--- config.mk ---
export PLATFORM = sky130hd
export DESIGN_NAME = double_ended_queue_with_reverse
export DESIGN_NICKNAME = d
export VERILOG_FILES = /design/src/deq_pkg.sv /design/src/double_ended_queue_with_reverse.sv
export VERILOG_INCLUDE_DIRS = /design/src /design/src/src
export SDC_FILE = /design/constraint.sdc
export NUM_CORES = 1
export LEC_CHECK = 0
export ABC_AREA = 1
export BUFFER_PORTS_ARGS = -buffer_cell sky130_fd_sc_hd__buf_4
export CAP_MARGIN = 40
export CORE_MARGIN = 5
export CORE_UTILIZATION = 47
export CTS_BUF_LIST = sky130_fd_sc_hd__clkbuf_4 sky130_fd_sc_hd__clkbuf_8 sky130_fd_sc_hd__clkbuf_16
export CTS_CLUSTER_DIAMETER = 200
export DETAILED_ROUTE_END_ITERATION = 10
export SKIP_LAST_GASP = 1
export SLEW_MARGIN = 5
export SYNTH_ARGS = -nofsm -noshare
export SYNTH_HDL_FRONTEND = slang
export SYNTH_SLANG_ARGS = --single-unit
--- constraint.sdc ---
create_clock -name clk -period 13.25 [get_ports clk]
set_clock_uncertainty 0.15 [all_clocks]
set_input_delay 0 -clock clk [delete_from_list [all_inputs] [get_ports clk]]
set_output_delay 0 -clock clk [all_outputs]
set_load 0.02 [all_outputs]
--- src/assert_macros.svh ---
// assertion helpers included by the deque rtl file
`ifndef ASSERT_MACROS_SVH
`define ASSERT_MACROS_SVH

// same-cycle implication, checked out of reset
`define ASSERT_IMPLIES(label, ante, cons, msg) \
  label: assert property (@(posedge clk) disable iff (rst) (ante) |-> (cons)) \
    else $error(msg);

// next-cycle implication, checked out of reset
`define ASSERT_NEXT(label, ante, cons, msg) \
  label: assert property (@(posedge clk) disable iff (rst) (ante) |=> (cons)) \
    else $error(msg);

`endif

--- src/deq_pkg.sv ---
package deq_pkg;

  typedef enum logic [2:0] {
    ACT_PUSH_FRONT = 3'd0,
    ACT_PUSH_BACK  = 3'd1,
    ACT_POP_FRONT  = 3'd2,
    ACT_POP_BACK   = 3'd3,
    ACT_REVERSE    = 3'd4,
    ACT_STATUS     = 3'd5
  } action_t;

  typedef enum logic [1:0] {
    ERR_NONE  = 2'd0,
    ERR_FULL  = 2'd1,
    ERR_EMPTY = 2'd2
  } err_t;

  typedef enum logic [2:0] {
    ST_IDLE = 3'b001,
    ST_READ = 3'b010,
    ST_LOAD = 3'b100
  } state_t;

  localparam int unsigned FIELD_WIDTH = 32;
  localparam int unsigned COUNT_FIELD_WIDTH = 5;

endpackage

--- src/double_ended_queue_with_reverse.sv ---
// channel  | handshake                   | payload
// item     | item_valid / item_ready     | action, data_value
// result   | result_valid / result_ready | front_value, back_value, entry_count,
//          |                             | is_empty, error_code
// an item passes through three steps: update and ring write, ring read at both ends, result load
// the ring memory has registered read ports, so the ring read is a step of its own
// a waiting result does not block the next item; only the result load waits for the sink
// synchronous active-high reset empties the queue; ring contents are not cleared
`include "assert_macros.svh"

module double_ended_queue_with_reverse #(
  parameter int unsigned DEPTH      = 16,
  parameter int unsigned DATA_WIDTH = 32
) (
  input  logic        clk,
  input  logic        rst,
  input  logic        item_valid,
  output logic        item_ready,
  input  logic [2:0]  action,
  input  logic [31:0] data_value,
  output logic        result_valid,
  input  logic        result_ready,
  output logic [31:0] front_value,
  output logic [31:0] back_value,
  output logic [4:0]  entry_count,
  output logic        is_empty,
  output logic [1:0]  error_code
);
  import deq_pkg::*;

  localparam int unsigned SW   = (DATA_WIDTH < FIELD_WIDTH) ? DATA_WIDTH : FIELD_WIDTH;
  localparam int unsigned AW   = (DEPTH > 1) ? $clog2(DEPTH) : 1;
  localparam int unsigned CW   = $clog2(DEPTH + 1);
  localparam int unsigned SUMW = CW + 1;

  logic [SW-1:0] entry_store [DEPTH];

  state_t        state, state_next;
  logic [AW-1:0] first_slot, first_slot_next;
  logic [CW-1:0] stored_count, stored_count_next;
  logic          order_reversed, order_reversed_next;
  err_t          pend_err, pend_err_next;

  logic [SW-1:0] rd_start, rd_end;
  logic [AW-1:0] tail_slot, last_slot, dec_slot, inc_slot;
  logic [SUMW-1:0] tail_sum;
  logic          accept, load, full, empty, at_start, mem_we;
  logic [AW-1:0] mem_waddr;
  logic [SW-1:0] word;
  logic [31:0]   start_word, end_word;

  assign accept     = item_valid && item_ready;
  assign item_ready = (state == ST_IDLE);
  assign load       = (state == ST_LOAD) && (!result_valid || result_ready);
  assign word       = data_value[SW-1:0];
  assign full       = (stored_count == CW'(DEPTH));
  assign empty      = (stored_count == '0);

  // ring arithmetic around the current pointers
  always_comb begin
    tail_sum = SUMW'(first_slot) + SUMW'(stored_count);
    if (tail_sum >= SUMW'(DEPTH)) begin
      tail_sum = tail_sum - SUMW'(DEPTH);
    end
    tail_slot = tail_sum[AW-1:0];
    last_slot = (tail_slot == '0) ? AW'(DEPTH - 1) : tail_slot - AW'(1);
    dec_slot  = (first_slot == '0) ? AW'(DEPTH - 1) : first_slot - AW'(1);
    inc_slot  = (first_slot == AW'(DEPTH - 1)) ? '0 : first_slot + AW'(1);
  end

  always_comb begin
    first_slot_next     = first_slot;
    stored_count_next   = stored_count;
    order_reversed_next = order_reversed;
    pend_err_next       = pend_err;
    state_next          = state;
    mem_we              = 1'b0;
    mem_waddr           = tail_slot;
    at_start            = 1'b0;
    unique case (state)
      ST_IDLE: begin
        if (accept) begin
          state_next    = ST_READ;
          pend_err_next = ERR_NONE;
          unique case (action)
            ACT_PUSH_FRONT, ACT_PUSH_BACK: begin
              at_start = (action == ACT_PUSH_FRONT) != order_reversed;
              if (full) begin
                pend_err_next = ERR_FULL;
              end else begin
                mem_we            = 1'b1;
                stored_count_next = stored_count + CW'(1);
                if (at_start) begin
                  first_slot_next = dec_slot;
                  mem_waddr       = dec_slot;
                end
              end
            end
            ACT_POP_FRONT, ACT_POP_BACK: begin
              at_start = (action == ACT_POP_FRONT) != order_reversed;
              if (empty) begin
                pend_err_next = ERR_EMPTY;
              end else begin
                stored_count_next = stored_count - CW'(1);
                if (at_start) begin
                  first_slot_next = inc_slot;
                end
              end
            end
            ACT_REVERSE: begin
              if (empty) begin
                pend_err_next = ERR_EMPTY;
              end else begin
                order_reversed_next = !order_reversed;
              end
            end
            default: begin
              // status only, also the unused codes
            end
          endcase
        end
      end
      ST_READ: state_next = ST_LOAD;
      ST_LOAD: begin
        if (load) begin
          state_next = ST_IDLE;
        end
      end
      default: state_next = ST_IDLE;
    endcase
  end

  always_ff @(posedge clk) begin
    if (rst) begin
      state          <= ST_IDLE;
      first_slot     <= '0;
      stored_count   <= '0;
      order_reversed <= 1'b0;
      pend_err       <= ERR_NONE;
      result_valid   <= 1'b0;
    end else begin
      state          <= state_next;
      first_slot     <= first_slot_next;
      stored_count   <= stored_count_next;
      order_reversed <= order_reversed_next;
      pend_err       <= pend_err_next;
      if (load) begin
        result_valid <= 1'b1;
      end else if (result_ready) begin
        result_valid <= 1'b0;
      end
    end
  end

  // ring memory: one write port, two registered read ports
  always_ff @(posedge clk) begin
    if (mem_we) begin
      entry_store[mem_waddr] <= word;
    end
    if (state == ST_READ) begin
      rd_start <= entry_store[first_slot];
      rd_end   <= entry_store[last_slot];
    end
  end

  always_comb begin
    start_word         = '0;
    end_word           = '0;
    start_word[SW-1:0] = rd_start;
    end_word[SW-1:0]   = rd_end;
  end

  always_ff @(posedge clk) begin
    if (load) begin
      if (empty) begin
        front_value <= '0;
        back_value  <= '0;
      end else begin
        front_value <= order_reversed ? end_word : start_word;
        back_value  <= order_reversed ? start_word : end_word;
      end
      entry_count <= COUNT_FIELD_WIDTH'(stored_count);
      is_empty    <= empty;
      error_code  <= pend_err;
    end
  end

  `ASSERT_IMPLIES(a_count_bound, 1'b1, stored_count <= CW'(DEPTH), "count above depth")
  `ASSERT_IMPLIES(a_first_bound, 1'b1, first_slot <= AW'(DEPTH - 1), "first slot out of ring")
  `ASSERT_NEXT(a_accept_reads, accept, state == ST_READ, "accepted beat skipped ring read")
  `ASSERT_NEXT(a_load_shows, load, result_valid, "loaded result not presented")
  `ASSERT_IMPLIES(a_empty_zero, result_valid && is_empty,
                  front_value == '0 && back_value == '0 && entry_count == '0,
                  "empty result carries data")

endmodule

==> flow_metrics.py, run 1 <==
metrics = {
    "timing": {
        "fmax_mhz": 186,
        "final.setup.tns_ns": 0,
        "tightest_slew_ns": 0.953,
        "timing.final.crit_share_pct": 40.5,
        "grt_setup_unrepaired": "false",
        "holdWs_ns": 0.0799,
        "fin_ws_ns": 7.89,
        "hold_violations": 0,
        "finalMaxSlewViolations": 0,
        "period_needed_ns": 5.36,
        "slew_headroom_pct": 36.5,
        "setup_viol": 0,
    },
    "detailed_routing": {
        "dr.pass1.iters": 5,
        "first_iter_violations": 2705,
        "drc": 0,
        "vias": 26137,
        "highest_layer": "met4",
        "met2_length_um": 46600,
        "met3_wirelength_um": 9820,
        "routedWlPerCell_um": 21.7,
        "ant_nets": 0,
        "wl_met1_um": 42100,
        "vias_per_cell": 5.60,
        "routed_wl_um": 101000,
    },
    "place": {
        "place_ws_ns": 7.99,
        "gp_congestion": 0.842,
        "port_buffers": 112,
        "place_hpwl_um": 54100,
    },
    "worst_setup_path": {
        "cp_slowest_cell": "nand2_8",
        "cp.required_ns": 13.47,
        "cp_max_fo": 117,
        "end_kind": "register",
        "worstSetupPathType": "reg2reg",
        "crit_top_cell": "nand3_1",
        "start_kind": "register",
        "cp_cell_sequence": "ha_4 -> fa_1 -> inv_1 -> ha_4 -> inv_1 -> nor2_4 -> nand3_4 -> nand2_8 -> buf_4 -> nand2_1 -> nand3_1 -> nand3_1 -> nand3_1 -> nand2_1",
        "max_stage_delay_ns": 0.94,
        "crit_arrival_ns": 5.59,
    },
    "finish": {
        "layout.nets": 3725,
        "insertedDiodeCount": 0,
        "drive_above_1_share_pct": 9.01,
        "final_cell_mix": "nand3_1 (832), edfxtp_1 (648), nand2_1 (634)",
        "final_common_cell": "nand3_1",
        "nFillCells": 6318,
        "area_delta_synth_final_pct": 13.3,
    },
    "synth": {
        "synth_edf_count": 648,
        "synth.distinct_cells": 38,
        "syn_area_mm2": 0.0332,
        "ys_async_sr_fraction_pct": 0,
        "synth_area_per_cell_um2": 9.09,
        "yosys_warnings": 0,
        "syn_inst": 3653,
        "yosys_most_used_dff": "edfxtp_1",
        "ys_seq_area_share_pct": 59.6,
        "syn_nets": 3703,
        "synth-seq-cells": 664,
    },
    "grt": {
        "grt_pass1_wl_um": 152000,
        "antenna_found_initial": 0,
        "grt_overflow_total": 0,
        "grtUsageTotal_pct": 26.3,
        "grt_max_degree": 185,
        "grt_pass1_vias": 24672,
    },
    "clocking": {
        "cts.sinks": 664,
        "cts_max_level": 3,
        "clk_latency_ns": 0.62,
        "numCtsBuffers": 71,
        "cts_buffer_depth": 3,
        "cts_resized": 0,
        "clkTransAtPathRegs_ns": 0.06,
        "root_buffer": "clkbuf_16",
        "tritoncts": "done",
    },
    "flow_run": {
        "maxCapViolCount": 0,
    },
    "worst_hold_path": {
        "hold_path.class": "in2reg",
    },
    "power_and_ir_drop": {
        "p_total_mw": 5.49,
        "p_per_area_mw_per_mm2": 146,
        "p_leak_nw": 15.6,
        "peakVddDrop_v": 0.0000921,
    },
    "floorplanning": {
        "dieArea_mm2": 0.0761,
        "core_mm2": 0.0700,
        "start_util_pct": 47.4,
        "num_rows": 97,
        "io_pins": 113,
        "dieWidth_um": 276,
        "die_y_um": 276,
    },
    "run_status": {
        "status": "completed",
    },
}
[stage by stage]
| step | utilization [%] | instances | area [um^2] |
|---|---|---|---|
| floorplan | - | 3653 | 33200 |
| global placement | 49.6 | 4494 | 34700 |
| detailed placement | 49.7 | 4498 | 34800 |
| CTS | 53.7 | 4668 | 37600 |
| global route | 53.7 | 4668 | 37600 |
| finish | 53.7 | 4668 | 37600 |
[cell families (layout without fill, tap and decap cells)]
| kind of cell | count (synthesis) | in the layout | synth area share [%] |
|---|---|---|---|
| simple gates | 1519 | 1519 | 20.6 |
| buf+inv | 835 | 910 | 9.87 |
| flops | 664 | 664 | 59.6 |
| compound gates | 617 | 617 | 9.36 |
| fa+ha+maj | 11 | 11 | 0.460 |
| xor+xnor | 7 | 7 | 0.185 |
[synthesized netlist by cell type (6+ instances only)]
library cell  number  area [um^2]
a21oi_1          268         1340
nor3_1             6         30.0
buf_1             35          131
ha_1               9          113
inv_2              8         30.0
inv_1            565         2120
buf_2             80          400
nand3_1          832         4160
nand2_1          634         2380
o21ai_0          339         1700
edfxtp_1         648        19500
clkbuf_1         136          510
nor2_1            33          124
buf_4              7         52.6
dfxtp_1           16          320
[layer usage]
metal	vias to the layer above	track usage, %
li1	12420	-
met1	12273	36.3
met2	1254	43.2
met3	190	4.38
met4	0	8.03
met5	-	0
[timing repair]
item	in CTS	in global routing
endpoints found under the hold margin	528	0
hold buffers	44	0
setup buffers	0	0
[layout make-up]
type	instances	area (um^2)	share of cell area (%)
Clock buffer	95	2060	5.48
Clock inverter	31	328	0.871
Inverter	575	2170	5.77
Multi-Input combinational cell	2154	10300	27.4
Sequential cell	664	19800	52.6
Tap cell	940	1180	3.13
Timing Repair Buffer	209	1780	4.72
[power by group]
part / leakage (nW) / internal, mW / switching (mW)
logic: 8.41 / 0.286 / 0.798
clock network: 1.19 / 1.21 / 0.816
registers: 5.98 / 2.36 / 0.0215
[worst max-delay path: cells and delay by family (launching register included)]
kind | cells | cell delay, ns
buffers and inverters | 3 | 1.03
AND/OR/NAND/NOR | 8 | 2.22
flip-flops | 1 | 0.77
adder cells (fa/ha/maj) | 3 | 0.82
[state kept, by name, summed over array words and instances (netlist names)]
| signal | cells |
|---|---|
| result_valid | 1 |
| entry_store | 512 |
| pend_err | 2 |
| entry_count | 5 |
| order_reversed | 1 |
| front_value | 32 |
| end_word | 32 |
| first_slot | 4 |
| back_value | 32 |
| error_code | 2 |
| stored_count | 5 |
| rd_start | 32 |
| is_empty | 1 |
| state | 3 |
[worst paths after layout]
check,slack (ns),startpoint,to,cells after the start
max,7.89,first_slot[0],end_word[27],14
min,0.08,data_value[12],entry_store[10][12],2
max reg2reg,7.89,first_slot[0],end_word[27],14
min reg2reg,0.28,pend_err[0],error_code[0],0
Note: power is estimated with default switching activity, not from simulation.
==> run 2, diff against run 1 <==
- clock period: 13.25 -> 5.6 ns (I/O delays scaled with it)
==> flow_metrics.py, run 2 (synthesis gave the netlist of run 1 again) <==
metrics = {
    "clocking": {
        "post_cts_buffers": 0,
        "root_buffer": "clkbuf_16",
        "clk_latency_ns": 0.62,
        "numCtsBuffers": 73,
        "tritoncts": "done",
        "clkTransAtPathRegs_ns": 0.06,
        "cts.sinks": 664,
        "cts_buffer_depth": 3,
        "cts_max_level": 3,
    },
    "place": {
        "gp_congestion": 0.821,
        "port_buffers": 112,
        "place_hpwl_um": 55400,
    },
    "worst_hold_path": {
        "hold_path.class": "in2reg",
        "min_path_cells": 4,
    },
    "detailed_routing": {
        "routed_wl_um": 102000,
        "first_iter_violations": 3027,
        "drc": 0,
        "dr.pass1.iters": 8,
        "routedWlPerCell_um": 21.8,
        "ant_nets": 0,
        "vias": 26392,
        "vias_per_cell": 5.63,
    },
    "finish": {
        "final_cell_mix": "nand3_1 (832), edfxtp_1 (648), nand2_1 (634)",
        "utilization_pct": 54.0,
        "area_delta_synth_final_pct": 14.0,
        "largest_reg_flops": 512,
        "drive_above_1_share_pct": 9.30,
        "layout.nets": 3740,
        "regMostFlops": "entry_store",
        "final_common_cell": "nand3_1",
    },
    "floorplanning": {
        "dieArea_mm2": 0.0761,
        "die_y_um": 276,
        "dieWidth_um": 276,
        "num_rows": 97,
        "core_mm2": 0.0700,
        "io_pins": 113,
        "start_util_pct": 47.4,
    },
    "power_and_ir_drop": {
        "p_total_mw": 12.9,
        "p_per_area_mw_per_mm2": 341,
        "p_leak_nw": 15.7,
        "peakVddDrop_v": 0.000219,
    },
    "timing": {
        "tightest_slew_ns": 0.991,
        "final.setup.tns_ns": 0,
        "timing.final.crit_share_pct": 63.5,
        "finalMaxSlewViolations": 0,
        "fmax_mhz": 281,
        "slew_headroom_pct": 34.0,
        "period_needed_ns": 3.55,
        "hold_violations": 0,
        "grt_setup_unrepaired": "false",
        "setup_viol": 0,
    },
    "worst_setup_path": {
        "crit_top_cell": "nand2_1",
        "cp_max_fo": 36,
        "start_kind": "register",
        "worstSetupPathType": "reg2reg",
        "end_kind": "register",
        "crit_cells": 12,
        "reg2regPathDepth": 12,
        "cp_slowest_cell": "nor2_4",
        "crit_arrival_ns": 3.68,
        "cp.required_ns": 5.72,
        "cp_cell_sequence": "buf_4 -> nand2_1 -> nand2_1 -> nand2_1 -> nand2_1 -> inv_1 -> nand2_1 -> o21ai_1 -> inv_1 -> nand2_1 -> nor2_4 -> buf_12",
        "max_stage_delay_ns": 0.71,
        "worst-path-buf-inv": 4,
        "crit_family": "simple AND/OR/NAND/NOR gates",
    },
    "grt": {
        "grt_max_degree": 180,
        "grt_overflow_total": 0,
        "grt_pass1_wl_um": 154000,
        "grt_pass1_vias": 24781,
        "antenna_found_initial": 0,
        "grtUsageTotal_pct": 26.6,
    },
    "flow_run": {
        "maxCapViolCount": 0,
    },
    "run_status": {
        "status": "completed",
    },
}
==> run 2: changes by cell type in the layout (fill, tap and decap cells not counted), sizes merged, moves of 2 or more <==
cell	change
buf	+14
clkinv	+8
clkbuf	-2
bufinv	-3
==> run 2: routing by layer <==
| layer | part of all wire, % | GRT usage [%] | wire, um |
|---|---|---|---|
| met5 | 0 | 0 | 0 |
| met3 | 9.7 | 4.85 | 9920 |
| met4 | 2.9 | 8.20 | 2980 |
| met2 | 45 | 42.6 | 46300 |
| met1 | 42 | 37.3 | 43100 |
==> run 2: metrics by stage <==
step / hold WS (ns) / setup slack [ns] / instances / instance area (um^2)
floorplan: -0.0809 / 0.537 / 3653 / 33200
global placement: 0.0643 / 2.18 / 4508 / 35000
detailed placement: 0.0771 / 2.09 / 4512 / 35100
CTS: 0.00387 / 2.05 / 4683 / 37800
global route: 0.0457 / 1.88 / 4683 / 37800
finish: 0.0205 / 2.05 / 4684 / 37800
==> run 2: path summary, 6_finish.rpt <==
| check | startpoint | to | slack [ns] |
|---|---|---|---|
| worst max-delay path | first_slot[3] | entry_store[12][20] | 2.05 |
| worst min-delay path | rst | state[0] | 0.02 |
| worst max register to register | first_slot[3] | entry_store[12][20] | 2.05 |
| worst min register to register | pend_err[1] | error_code[1] | 0.28 |
==> run 2: cell type report <==
cell class                 count  area (um^2)
inverter                     575         2170
tap                          940         1180
clock inverter                35          263
sequential                   664        19800
fill                        6252        32200
clock buffer                  93         2070
multi-input combinational   2154        10300
timing repair buffer         222         2030
antenna                        1         2.50
==> run 2: timing repair <==
| action | 4_1_cts | 5_1_grt |
|---|---|---|
| gates resized for setup | 0 | 0 |
| hold endpoints to repair | 528 | 0 |
| hold buffers | 43 | 0 |
==> run 2: power by group <==
part           leakage (nW)  total, mW  switching, mW  internal, mW
registers              5.98       5.62         0.0405          5.58
logic                  8.52       2.56           1.88         0.676
clock network          1.18       4.72           1.98          2.75
==> run 2: worst register-to-register path, delay by kind of cell (launching register included) <==
family          cells  cell delay, ns
simple gates        7            1.45
buf+inv             4            1.12
flops               1            0.35
compound gates      1            0.10
